--- config.mk ---
export PLATFORM = sky130hd
export DESIGN_NAME = websocket_frame_parser
export DESIGN_NICKNAME = d
export VERILOG_FILES = /design/src/rtl/wsfp_pkg.sv /design/src/rtl/websocket_frame_parser.sv
export SDC_FILE = /design/constraint.sdc
export NUM_CORES = 1
export LEC_CHECK = 0
export ABC_AREA = 1
export BUFFER_PORTS_ARGS = -buffer_cell sky130_fd_sc_hd__buf_2
export CAP_MARGIN = 20
export CELL_PAD_IN_SITES_DETAIL_PLACEMENT = 1
export CELL_PAD_IN_SITES_GLOBAL_PLACEMENT = 1
export CORE_MARGIN = 2
export CORE_UTILIZATION = 46
export CTS_CLUSTER_DIAMETER = 80
export DETAILED_ROUTE_END_ITERATION = 6
export PLACE_DENSITY_LB_ADDON = 0.1
export SLEW_MARGIN = 20
export SYNTH_ARGS = -nofsm -noshare
export SYNTH_HDL_FRONTEND = slang
export SYNTH_SLANG_ARGS = --single-unit
export TNS_END_PERCENT = 100
--- constraint.sdc ---
create_clock -name clk_i -period 4.5 [get_ports clk_i]
set_input_delay 0.45 -clock clk_i [delete_from_list [all_inputs] [get_ports clk_i]]
set_output_delay 0.45 -clock clk_i [all_outputs]
set_load 0.01 [all_outputs]
--- src/rtl/wsfp_pkg.sv ---
// types and constants for the websocket frame parser
// no dependencies
`default_nettype none

package wsfp_pkg;

  typedef enum logic [2:0] {
    PH_FIRST   = 3'd0,
    PH_SECOND  = 3'd1,
    PH_EXTLEN  = 3'd2,
    PH_MASK    = 3'd3,
    PH_PAYLOAD = 3'd4
  } phase_e;

  typedef enum logic [1:0] {
    ST_BYTE   = 2'd0,
    ST_EMPTY  = 2'd1,
    ST_REJECT = 2'd2
  } status_e;

  localparam logic [3:0] OP_TEXT   = 4'h1;
  localparam logic [3:0] OP_BINARY = 4'h2;
  localparam logic [3:0] OP_CLOSE  = 4'h8;
  localparam logic [3:0] OP_PING   = 4'h9;
  localparam logic [3:0] OP_PONG   = 4'hA;

  localparam logic [6:0] LEN_EXT16 = 7'd126;
  localparam logic [6:0] LEN_EXT64 = 7'd127;

  localparam logic [3:0] EXT16_BYTES = 4'd2;
  localparam logic [3:0] EXT64_BYTES = 4'd8;
  localparam logic [3:0] MASK_BYTES  = 4'd4;

  function automatic logic opcode_ok(input logic [3:0] op);
    return (op == OP_TEXT) || (op == OP_BINARY) || (op == OP_CLOSE) ||
           (op == OP_PING) || (op == OP_PONG);
  endfunction

endpackage

`default_nettype wire

--- src/rtl/websocket_frame_parser.sv ---
// websocket frame parser top level: header decode, length, mask key, payload unmasking
// depends on wsfp_pkg
//
// usage
//   slave stream carries the received byte stream, one byte per request
//   master stream gives one result per payload byte, one per empty frame and one per
//   rejected first header byte; header, length and mask key bytes give no result
//   tuser holds the status, tlast marks the last payload byte or an empty frame
// timing
//   a byte accepted is held in the input register, is parsed into the output register
//   once the output can take a result and is offered from there on tvalid
//   one byte per cycle while output is taken, set by the single parse step per cycle
// reset
//   rst_ni clears both stage valids and puts the parser at the first header byte
// stalls
//   while the output request is held the parse step waits; the input register still
//   takes one more byte, then tready falls until the output is taken
`default_nettype none

module websocket_frame_parser #(
  parameter int LENGTH_BITS = 64
) (
  input  wire logic        clk_i,
  input  wire logic        rst_ni,
  input  wire logic        s_axis_tvalid_i,
  output logic             s_axis_tready_o,
  input  wire logic [7:0]  s_axis_tdata_i,   // [7:0] rx_byte
  output logic             m_axis_tvalid_o,
  input  wire logic        m_axis_tready_i,
  output logic [15:0]      m_axis_tdata_o,   // [7:0] payload_byte, [11:8] opcode,
                                             // [12] was_masked, [15:13] zero
  output logic [1:0]       m_axis_tuser_o,   // [1:0] status
  output logic             m_axis_tlast_o    // frame_end
);
  import wsfp_pkg::*;

  logic                   in_v_q;
  logic [7:0]             in_byte_q;
  logic                   proc_ok;
  logic                   proc;
  logic                   reject;

  phase_e                 phase_q, phase_d;
  logic [3:0]             op_q, op_d;
  logic                   mask_q, mask_d;
  logic [3:0]             left_q, left_d;
  logic [LENGTH_BITS-1:0] rem_q, rem_d;
  logic [3:0][7:0]        key_q, key_d;
  logic [1:0]             pos_q, pos_d;
  logic                   hdr_empty;

  logic                   res_v;
  status_e                res_status;
  logic [7:0]             res_byte;
  logic [3:0]             res_op;
  logic                   res_masked;
  logic                   res_end;

  logic                   out_v_q;
  status_e                out_status_q;
  logic [7:0]             out_byte_q;
  logic [3:0]             out_op_q;
  logic                   out_masked_q;
  logic                   out_end_q;

  assign proc_ok         = !out_v_q || m_axis_tready_i;
  assign proc            = in_v_q && proc_ok;
  assign s_axis_tready_o = !in_v_q || proc_ok;
  assign reject          = !in_byte_q[7] || !opcode_ok(in_byte_q[3:0]);

  // next state
  always_comb begin
    logic       done;
    logic [6:0] len7;
    phase_d   = phase_q;
    op_d      = op_q;
    mask_d    = mask_q;
    left_d    = left_q;
    rem_d     = rem_q;
    key_d     = key_q;
    pos_d     = pos_q;
    done      = 1'b0;
    hdr_empty = 1'b0;
    len7      = in_byte_q[6:0];
    if (proc) begin
      case (phase_q)
        PH_SECOND: begin
          mask_d = in_byte_q[7];
          key_d  = '0;
          if ((len7 == LEN_EXT16) || (len7 == LEN_EXT64)) begin
            rem_d   = '0;
            left_d  = (len7 == LEN_EXT16) ? EXT16_BYTES : EXT64_BYTES;
            phase_d = PH_EXTLEN;
          end else begin
            rem_d = LENGTH_BITS'(len7);
            if (in_byte_q[7]) begin
              left_d  = MASK_BYTES;
              phase_d = PH_MASK;
            end else begin
              done = 1'b1;
            end
          end
        end
        PH_EXTLEN: begin
          rem_d  = {rem_q[LENGTH_BITS-9:0], in_byte_q};
          left_d = left_q - 4'd1;
          if (left_d == 4'd0) begin
            if (mask_q) begin
              left_d  = MASK_BYTES;
              phase_d = PH_MASK;
            end else begin
              done = 1'b1;
            end
          end
        end
        PH_MASK: begin
          key_d  = {key_q[2:0], in_byte_q};
          left_d = left_q - 4'd1;
          if (left_d == 4'd0) begin
            done = 1'b1;
          end
        end
        PH_PAYLOAD: begin
          pos_d = pos_q + 2'd1;
          rem_d = rem_q - LENGTH_BITS'(1);
          if (rem_q == LENGTH_BITS'(1)) begin
            phase_d = PH_FIRST;
          end
        end
        default: begin
          if (reject) begin
            phase_d = PH_FIRST;
          end else begin
            op_d    = in_byte_q[3:0];
            phase_d = PH_SECOND;
          end
        end
      endcase
      if (done) begin
        pos_d = 2'd0;
        if (rem_d == '0) begin
          hdr_empty = 1'b1;
          phase_d   = PH_FIRST;
        end else begin
          phase_d = PH_PAYLOAD;
        end
      end
    end
  end

  // result of the parse step
  always_comb begin
    res_v      = 1'b0;
    res_status = ST_BYTE;
    res_byte   = 8'd0;
    res_op     = op_q;
    res_masked = mask_d;
    res_end    = 1'b0;
    case (phase_q)
      PH_SECOND, PH_EXTLEN, PH_MASK: begin
        res_v      = proc && hdr_empty;
        res_status = ST_EMPTY;
        res_end    = 1'b1;
      end
      PH_PAYLOAD: begin
        res_v    = proc;
        res_byte = in_byte_q ^ (mask_q ? key_q[~pos_q] : 8'd0);
        res_end  = (rem_q == LENGTH_BITS'(1));
      end
      default: begin
        res_v      = proc && reject;
        res_status = ST_REJECT;
        res_op     = in_byte_q[3:0];
        res_masked = 1'b0;
      end
    endcase
  end

  always_ff @(posedge clk_i or negedge rst_ni) begin
    if (!rst_ni) begin
      in_v_q  <= 1'b0;
      out_v_q <= 1'b0;
      phase_q <= PH_FIRST;
    end else begin
      if (s_axis_tready_o) begin
        in_v_q <= s_axis_tvalid_i;
      end
      if (proc_ok) begin
        out_v_q <= res_v;
      end
      phase_q <= phase_d;
    end
  end

  always_ff @(posedge clk_i) begin
    if (s_axis_tvalid_i && s_axis_tready_o) begin
      in_byte_q <= s_axis_tdata_i;
    end
    op_q   <= op_d;
    mask_q <= mask_d;
    left_q <= left_d;
    rem_q  <= rem_d;
    key_q  <= key_d;
    pos_q  <= pos_d;
    if (res_v) begin
      out_status_q <= res_status;
      out_byte_q   <= res_byte;
      out_op_q     <= res_op;
      out_masked_q <= res_masked;
      out_end_q    <= res_end;
    end
  end

  assign m_axis_tvalid_o = out_v_q;
  assign m_axis_tdata_o  = {3'b000, out_masked_q, out_op_q, out_byte_q};
  assign m_axis_tuser_o  = out_status_q;
  assign m_axis_tlast_o  = out_end_q;

  a_payload_left : assert property (@(posedge clk_i) disable iff (!rst_ni)
    phase_q == PH_PAYLOAD |-> rem_q != '0)
    else $error("payload phase with no bytes left");

  a_header_count : assert property (@(posedge clk_i) disable iff (!rst_ni)
    (phase_q == PH_EXTLEN || phase_q == PH_MASK) |-> left_q != 4'd0)
    else $error("header byte count empty inside header");

  a_input_held : assert property (@(posedge clk_i) disable iff (!rst_ni)
    in_v_q && !proc_ok |=> in_v_q && $stable(in_byte_q))
    else $error("input register lost a byte during a stall");

  a_reject_clean : assert property (@(posedge clk_i) disable iff (!rst_ni)
    out_v_q && out_status_q == ST_REJECT |-> !out_end_q && out_byte_q == 8'd0
      && !out_masked_q)
    else $error("rejected header result carries frame data");

endmodule

`default_nettype wire

=== After elaboration in Yosys (flattened, before gate mapping) ===
Index checks and enable logic that the tools add are counted.
W data, S select, Z words.

* Add/sub/neg operators: 3
* Reduce and logical (&&, ||, !) cells: 28
* Equality and inequality tests: 18
* Bitwise logic cells: 4
* Order comparisons: 1
* Mux-type cells: 39

{| class="wikitable"
|+ Operators with widths
! cell !! number
|-
| $pmux W64 S3 || 1
|-
| $eq A64 B1 Y1 const B || 1
|-
| $logic_not A64 Y1 || 1
|-
| $mux W64 || 1
|-
| $pmux W32 S2 || 1
|-
| $sub A64 B1 Y64 const B || 1
|-
| $mux W4 || 6
|-
| $mux W3 || 7
|-
| $bmux W8 S2 || 1
|-
| $mux W8 || 2
|-
| $eq A7 B7 Y1 const B || 2
|-
| $eq A4 B4 Y1 const B || 3
|-
| $mux W1 || 12
|-
| $ne A3 B3 Y1 const B || 4
|-
| $pmux W3 S4 || 1
|-
| $pmux W4 S3 || 1
|-
| $logic_or A1 B1 Y1 || 8
|-
| $xor A8 B8 Y8 || 1
|-
| $mux W7 || 1
|-
| $eq A3 B2 Y1 const B || 2
|-
| $reduce_and A3 Y1 || 2
|-
| $reduce_and A6 Y1 || 1
|-
| $eq A4 B1 Y1 const B || 1
|-
| $eq A4 B2 Y1 const B || 1
|-
| other kinds (21) || 31
|}

* Input port bits: 12
* Register bits: 136
* Output and inout bits: 21

=== Depth between registers and ports, before layout ===
Gate-level depths: netlist of run 1.

* Word-level depth: 11
* Gate-level depth with buffers: 19

=== Worst setup path after synthesis of run 1 ===
Ideal clock, no wire load.

* Path type: in2reg
* Start: input port m_axis_tready_i
* End: register key_q[0] (netlist name), enable pin
* Setup slack: 1.193 ns
* Stages on the path: 4
* Arrival: 2.845 ns
* Buffers on the path: 0
* Setup time: 0.461 ns
* Cells stage by stage: inv_1 nand2_1 nand2_1 nor3_1

* Word-level cells in the longest chain between the ends: 3

{| class="wikitable"
|+ RTL lines
! item !! RTL line !! source
|-
| start: declaration || websocket_frame_parser.sv:29 || <nowiki>input wire logic m_axis_tready_i,</nowiki>
|-
| $logic_or A1 B1 Y1 || websocket_frame_parser.sv:66 || <nowiki>assign proc_ok = !out_v_q || m_axis_tready_i;</nowiki>
|-
| $logic_and A1 B1 Y1 || websocket_frame_parser.sv:67 || <nowiki>assign proc = in_v_q && proc_ok;</nowiki>
|-
| $reduce_and A2 Y1 (no source line) || n/a ||
|-
| end signal: assignment || websocket_frame_parser.sv:203 || <nowiki>key_q <= key_d;</nowiki>
|-
| end: declaration || websocket_frame_parser.sv:48 || <nowiki>logic [3:0][7:0] key_q, key_d;</nowiki>
|}

No other way between the ends.
A chain may end at the register's enable or synchronous reset.

=== Final worst setup path of run 1 ===
* Start: register phase_q[0]
* End: register out_status_q[0], in the netlist m_axis_tuser_o[0], enable pin

* Word-level cells in the longest chain between the ends: 9

{| class="wikitable"
|+ RTL lines
! item !! RTL line !! source
|-
| start: declaration || websocket_frame_parser.sv:43 || <nowiki>phase_e phase_q, phase_d;</nowiki>
|-
| start signal: assignment || websocket_frame_parser.sv:191 || <nowiki>phase_q <= phase_d;</nowiki>
|-
| $eq A3 B3 Y1 (tied with other cells) || websocket_frame_parser.sv:86, websocket_frame_parser.sv:159 ||
|-
| $pmux W64 S3 || websocket_frame_parser.sv:86 || <nowiki>case (phase_q)</nowiki>
|-
| $mux W64 || websocket_frame_parser.sv:85 || <nowiki>if (proc) begin</nowiki>
|-
| $logic_not A64 Y1 || websocket_frame_parser.sv:141 || <nowiki>if (rem_d == '0) begin</nowiki>
|-
| $mux W1 || websocket_frame_parser.sv:141 ||
|-
| $mux W1 || websocket_frame_parser.sv:139 || <nowiki>if (done) begin</nowiki>
|-
| $mux W1 || websocket_frame_parser.sv:85 ||
|-
| $logic_and A1 B1 Y1 || websocket_frame_parser.sv:161 || <nowiki>res_v = proc && hdr_empty;</nowiki>
|-
| $pmux W1 S2 (*) || websocket_frame_parser.sv:159 || <nowiki>case (phase_q)</nowiki>
|-
| via res_v || websocket_frame_parser.sv:52 || <nowiki>logic res_v;</nowiki>
|-
| end signal: assignment || websocket_frame_parser.sv:206 || <nowiki>out_status_q <= res_status;</nowiki>
|-
| end: declaration || websocket_frame_parser.sv:60 || <nowiki>status_e out_status_q;</nowiki>
|}

Mark *: on every way through the listed nets, which the timed path passes. The rest lies on a longest branch. The select of a mux whose other input is x is not followed.

==> results of run 1 <==
[path summary, 6_finish.rpt]
path	slack, ns	cells past startpoint	end
max	0.54	17	m_axis_tuser_o[0]$_DFFE_PP_
min	0.18	1	in_byte_q[6]$_DFFE_PP_
max reg2reg	0.54	17	m_axis_tuser_o[0]$_DFFE_PP_
min reg2reg	0.49	0	op_q[2]$_DFFE_PP_
max in group asynchronous	4.01	2	phase_q[1]$_DFFE_PN0P_
min in group asynchronous	0.35	2	phase_q[2]$_DFFE_PN0P_
[registers in the layout, indices dropped and copies added (netlist names), 2 cells and up]
name / flops
pos_q: 2
left_q: 4
rem_q: 64
m_axis_tuser_o: 2
op_q: 4
key_q: 32
out_op_q: 4
out_byte_q: 8
in_byte_q: 8
phase_q: 3
[per-layer routing]
metal  part of all wire  vias to the layer above  wire length (um)  GRT usage
met1               0.40                     3982             11610     0.3467
li1                   -                     3968                 -          -
met4              0.047                        0              1360     0.1589
met5                  0                        -                 0          0
met3              0.027                       74               791    0.04008
met2               0.52                      186             15030     0.5417
[cells in the final DEF (no fill, tap or decap), types with 2 or more instances in the layout]
cell       instances
o31ai_1            3
o21ai_0           45
dfrtp_1            5
inv_6              4
nand4_1            6
inv_2              7
buf_4              7
clkbuf_16         17
nor2_2            14
nand3_1          140
inv_1            122
o21ai_1            5
buf_2             29
conb_1             3
o21bai_1          12
o211ai_1          19
clkinv_8           2
nand2_2            5
a21oi_1           33
nor3_1             7
clkinv_4           2
inv_8              5
clkinv_1           2
edfxtp_1         130
a31oi_1            3
nand2_1          358
ha_1               4
nor2_4             5
nor2_1           226
[worst max-delay path: cells and delay by family (launching register included)]
| family | cells | cell delay (ns) |
|---|---|---|
| buffers and inverters | 2 | 0.64 |
| DFF | 1 | 0.41 |
| and+or+nand+nor | 15 | 2.46 |
[what timing repair did]
action / CTS / global route
setup endpoints to repair: 0 / 0
setup buffers: 0 / 0
hold buffers: 1 / 0
endpoints found under the hold margin: 5 / 0
[logic make-up after synthesis]
family | count (synthesis) | share of synthesized area
other | 1 | 0.0004343
adder cells (fa/ha/maj) | 4 | 0.005796
AND/OR/NAND/NOR | 766 | 0.3684
flip-flops | 136 | 0.4689
buffers and inverters | 160 | 0.07303
XOR/XNOR | 2 | 0.002029
AO/OA/AOI/OAI | 122 | 0.08144
[power groups by stage]
stage / Combinational, mW / Clock [mW] / Sequential (mW)
finish: 2.87 / 1.39 / 2.75
floorplan: 2.02 / 0 / 2.54
global route: 3.23 / 1.45 / 2.81
detailed placement: 2.84 / 0 / 2.76
global placement: 2.76 / 0 / 2.74
CTS: 2.88 / 1.41 / 2.74
[layout make-up]
cell class              instances  area share
multi-input cells             897      0.4143
flip-flops and latches        136      0.4223
well taps                     234     0.03054
inverters                     130     0.05089
clock inverters                15     0.01592
clock buffers                  17     0.04437
repair buffers                 37     0.02166
==> results.md, run 1 <==
- GRT Overall Usage: 0.3002
- Yosys Warn Count: 0
- Yosys top cell by area: edfxtp_1
- Via density: 5.600
- CP max stage delay: 0.70 ns
- Ports: 33
- Largest net degree at the start of global routing: 45
- HP Class: in2reg
- WHS: 0.1785 ns
- Placed Area: 9000 um2
- Net Sw Power: 3.294 mW
- Count of cell types in the netlist: 34
- Cells along the critical path: inv_1, nor2_1, nand2_1, nand2_4, nor2_4, buf_4, nand2_1, nand3_1, nor2_1, nand2_1, nor2_1, nand2_1, nor2_1, nand3_1, nand2_1, nand2_1, nand2_1
- Clk sinks: 136
- Rel. slew slack: 0.3478
- Total power: 7.014 mW
- Critical path class: reg2reg
- First-pass GRT wire length: 45930 um
- Worst Path Max Fanout: 30
- Crit path DAT: 3.97 ns
- Worst reg2reg startpoint: phase_q[0]$_DFFE_PN0P_
- Internal: 3.721 mW
- Worst Setup End Kind: register
- Vias in the first global route: 8625
- Die Width: 141.0 um
- Clk pin slew, worst setup/hold paths: 0.07 ns
- Post-CTS resize count: 0
- Post-Syn Area: 8635 um2
- Cts bufs inserted: 17
- Async SR Flop Fraction: 0.03676
- Worst skew pair latency: 0.44 ns
- Drc violations: 0
- Crit-path slowest cell: nor2_4
- Fin crit period: 3.962 ns
- Initial Utilization: 0.4647
- Ant. Diodes: 0
- Fillers: 2386
- Final setup fails: 0
- VDD IR-drop max: 297.4 uV
- Total gr overflow: 0
- Post-Syn Area per Cell: 7.250 um2
- Top FF cell, synth: edfxtp_1
- Final Cycle Share: 0.8804
- Post-layout instance area: 9588 um2
- CTS Buffer Depth: 2
- Post-route setup slack: 0.5381 ns
- Post-layout util: 0.5160
- DRT Pass-1 Iters: 5
- Post-synthesis register bit count: 136
- Net Sw Frac: 0.4695
- Post-synth EDFFs: 130
- Multi-input gate area: 3973 um2
- Worst-margin pin slew: 0.9772 ns
- CTS root buffer: clkbuf_16
- Nets: 1235
- Die area: 19880 um2
- Final cell count without fillers: 1466
- P&R area growth vs syn: 11.04%
- Share of layout cells above drive strength 1: 0.08198
- Data required, critical path: 4.51 ns
- Placed insts: 1433
- Max-Cap Viols: 0
- Port Buffers: 29
- Via count: 8210
- Startpoint Class: register
- RSZ-0062 raised after global routing: false
- Fin. Hold Viols: 0
- Placement Setup Slack: 0.6118 ns
- Core area: 18580 um2
- Synth cell count leaders: nand2_1 (358), nor2_1 (226), nand3_1 (140)
- Worst Setup SP: phase_q[0]$_DFFE_PN0P_
- Die Span Y: 141.0 um
- Fmax achieved: 0.2524 GHz
- Post-synthesis cell count: 1191
- Seq pwr share: 0.393
- Most frequent cell after synthesis: nand2_1
- Setup TNS: 0 ns
- Static leakage: 3.810 nW
- Pwr/cell area: 731.6 nW/um2
- CTS tree: built
- Initial antenna violation count: 0
- Comb pwr share: 0.409
- Worst hold path startpoint: s_axis_tdata_i[6]
- Final wirelength: 28790 um
- Top cells by area, synth: edfxtp_1 (45%), nand2_1 (16%), nor2_1 (9.8%)
- WL/cell: 19.64 um
- Post-DRT Antenna Nets: 0
- Max-slew violation count: 0
- Status: finished clean
- Power share of the clock group: 0.199
- Top cell by count, worst path: nand2_1
- Core Rows: 50
- Setup Skew: 0.01180 ns
- H-tree depth: 4
- GPL Wtd Cong: 0.9283
- Dpl hpwl: 21420 um
- Initial DRC count: 601
- Sequential-to-total area share from yosys stat: 0.4689
- Area share of the largest cell type after synthesis: 0.4521
- Register area: 4049 um2
(Power assumes the default switching activity.)
==> inputs of run 2 (changes only) <==
--- a/config.mk
+++ b/config.mk
@@ -11,7 +11,7 @@
 export CELL_PAD_IN_SITES_DETAIL_PLACEMENT = 1
 export CELL_PAD_IN_SITES_GLOBAL_PLACEMENT = 1
 export CORE_MARGIN = 2
-export CORE_UTILIZATION = 46
+export CORE_UTILIZATION = 40
 export CTS_CLUSTER_DIAMETER = 80
 export DETAILED_ROUTE_END_ITERATION = 6
 export PLACE_DENSITY_LB_ADDON = 0.1
==> run 2 against run 1 <==
Via count shrank 2.2%; hold slack gained 0.0014 ns; die area grew 15%; highest routed layer unchanged.
==> results.md, run 2 (synthesized netlist as in run 1, its figures left out) <==
- Status: finished clean
- Cts bufs inserted: 17 (unchanged)
- Fin crit period: 3.921 ns (-0.04110 ns)
- CP max stage delay: 0.57 ns (-0.13 ns)
- Cells along the critical path: inv_1, ha_1, nand2_2, nor2_2, nand2_1, nor2_2, nand3_1, nand3_1, nand3_1, nor2_1, nand2_1, nor2_1, nand2_1, nor2_1, nand3_1, nand2_1, nand2_1, nand2_1
- RSZ-0062 raised after global routing: false
- Core Rows: 53 (+6.0%)
- Static leakage: 3.827 nW (+0.44%)
- Worst skew pair latency: 0.44 ns (about the same)
- WHS: 0.1799 ns (+0.001425 ns)
- Drc violations: 0 (unchanged)
- Ant. Diodes: 0 (unchanged)
- Rel. slew slack: 0.3291 (-0.01874)
- CTS Buffer Depth: 2 (unchanged)
- Placement Setup Slack: 0.6487 ns (+0.03686 ns)
- Max-slew violation count: 0 (unchanged)
- Via density: 5.326 (-4.9%)
- Die area: 22780 um2 (+15%)
- H-tree depth: 4 (unchanged)
- Critical path class: reg2reg
- CTS root buffer: clkbuf_16
- Post-route setup slack: 0.5792 ns (+0.04110 ns)
- Worst-margin pin slew: 1.005 ns (+0.02807 ns)
- Top reg by flops: rem_q
- Crit path DAT: 3.98 ns (about the same)
- VDD IR-drop max: 297.2 uV (about the same)
- Met3 wire length: 781 um (-1.3%)
- Data required, critical path: 4.56 ns (+0.05 ns)
- Initial Utilization: 0.4095 (-0.05526)
- Commonest non-fill, non-tap cell in the layout: nand2_1
- Setup Skew: 0.01944 ns (+0.007639 ns)
- Met1 Routed Length: 12050 um (+3.8%)
- Final wirelength: 28860 um (+0.23%)
- Vias in the first global route: 8562 (-0.73%)
- Most frequent cells in the layout: nand2_1 (358), nor2_1 (226), nand3_1 (140)
- DR top layer: met4
- HP Class: in2reg
- P&R area growth vs syn: 12.29%
- Share of layout cells above drive strength 1: 0.08273 (+0.0007445)
- Initial antenna violation count: 0 (unchanged)
- Clk pin slew, worst setup/hold paths: 0.07 ns (about the same)
- DRT Pass-1 Iters: 4 (-1)
- Setup TNS: 0 ns (unchanged)
- Top Registers: rem_q: 64 flops, key_q: 32 flops
- Fmax achieved: 0.2550 GHz (+1.0%)
- Via count: 8032 (-2.2%)
- Post-layout instance area: 9696 um2 (+1.1%)
- Total gr overflow: 0 (unchanged)
- Clk sinks: 136 (unchanged)
- Startpoint Class: register
- Post-DRT Antenna Nets: 0 (unchanged)
- Worst Path Max Fanout: 16 (-47%)
- Pwr/cell area: 735.4 nW/um2 (+0.52%)
- GPL Wtd Cong: 0.8776 (-5.5%)
- Max FFs per register: 64 (unchanged)
- First-pass GRT wire length: 45280 um (-1.4%)
- Met2 routed WL: 14980 um (-0.33%)
- Core area: 21090 um2 (+13%)
- Placed Area: 9071 um2 (+0.79%)
- GRT Overall Usage: 0.2647 (-0.03542)
- Post-CTS resize count: 0 (unchanged)
- Largest net degree at the start of global routing: 45 (unchanged)
- CTS tree: built
- Port Buffers: 29 (unchanged)
- Crit-path slowest cell: nand2_1
- Final setup fails: 0 (unchanged)
- Initial DRC count: 372 (-38%)
- Top cell by count, worst path: nand2_1
- Ports: 33 (unchanged)
- Final Cycle Share: 0.8713 (-0.009132)
- Nets: 1236 (+0.081%)
- Setup Fix Bufs, Post-CTS: 0 (unchanged)
- Dpl hpwl: 21870 um (+2.1%)
- Fin. Hold Viols: 0 (unchanged)
- Die Span Y: 150.9 um (+7.0%)
- Die Width: 150.9 um (+7.0%)
- WL/cell: 19.13 um (-2.6%)
- Max-Cap Viols: 0 (unchanged)
- Worst Setup End Kind: register
[run 2: cell types whose count changed in the layout (fill, tap and decap cells not counted), sizes merged]
cell / previous run / this run
bufinv: 0 / 3
clkbuf: 17 / 18
inv: 138 / 136
buf: 36 / 37
clkinv: 6 / 2
clkinvlp: 1 / 3
[run 2: critical path, delay by kind of cell, from the launching register on]
family,cells,cell delay (ns)
flip-flops,1,0.39
AND/OR/NAND/NOR,16,2.75
adder cells (fa/ha/maj),1,0.24
buffers and inverters,1,0.16
[run 2: where the power goes]
| group | leakage (nW) | total, mW | internal [mW] | switching [mW] |
|---|---|---|---|---|
| Clock | 0.291 | 1.52 | 0.888 | 0.631 |
| Combinational | 2.21 | 2.88 | 0.857 | 2.03 |
| Sequential | 1.33 | 2.73 | 2.14 | 0.591 |
[run 2: final timing paths]
path,startpoint,endpoint,slack [ns],depth (start not counted)
max,rem_q[1]$_DFFE_PP_,out_byte_q[6]$_SDFFCE_PN0P_,0.58,18
min,s_axis_tdata_i[1],in_byte_q[1]$_DFFE_PP_,0.18,1
max reg2reg,rem_q[1]$_DFFE_PP_,out_byte_q[6]$_SDFFCE_PN0P_,0.58,18
min reg2reg,in_byte_q[2]$_DFFE_PP_,op_q[2]$_DFFE_PP_,0.50,0
max in group asynchronous,rst_ni,phase_q[2]$_DFFE_PN0P_,3.98,2
min in group asynchronous,rst_ni,phase_q[0]$_DFFE_PN0P_,0.37,2
[run 2: through the flow]
stage                       util  instances  power (mW)
after floorplan                -       1193       4.562
after global routing      0.4598       1508       7.638
final                     0.4598       1508       7.130
after CTS                 0.4598       1508       7.167
after global placement    0.4302       1475       5.552
after detailed placement  0.4302       1475       5.621
[run 2: layout make-up]
cell class	instances	area, um2
fill	2718	11390
sequential	136	4049
multi-input combinational	897	3973
inverter	130	488.0
clock buffer	18	429.2
tap	275	344.1
timing repair buffer	38	227.7
clock inverter	14	185.2
[run 2: layer usage]
metal  global-route usage  up-vias
met1               0.3096     3884
li1                     -     3961
met3              0.03946       52
met5                    0        -
met2               0.4836      135
met4               0.1093        0
[run 2: what timing repair did]
item | 4_1_cts | 5_1_grt
endpoints found under the setup margin | 0 | 0
endpoints found under the hold margin | 5 | 0
hold buffers | 1 | 0
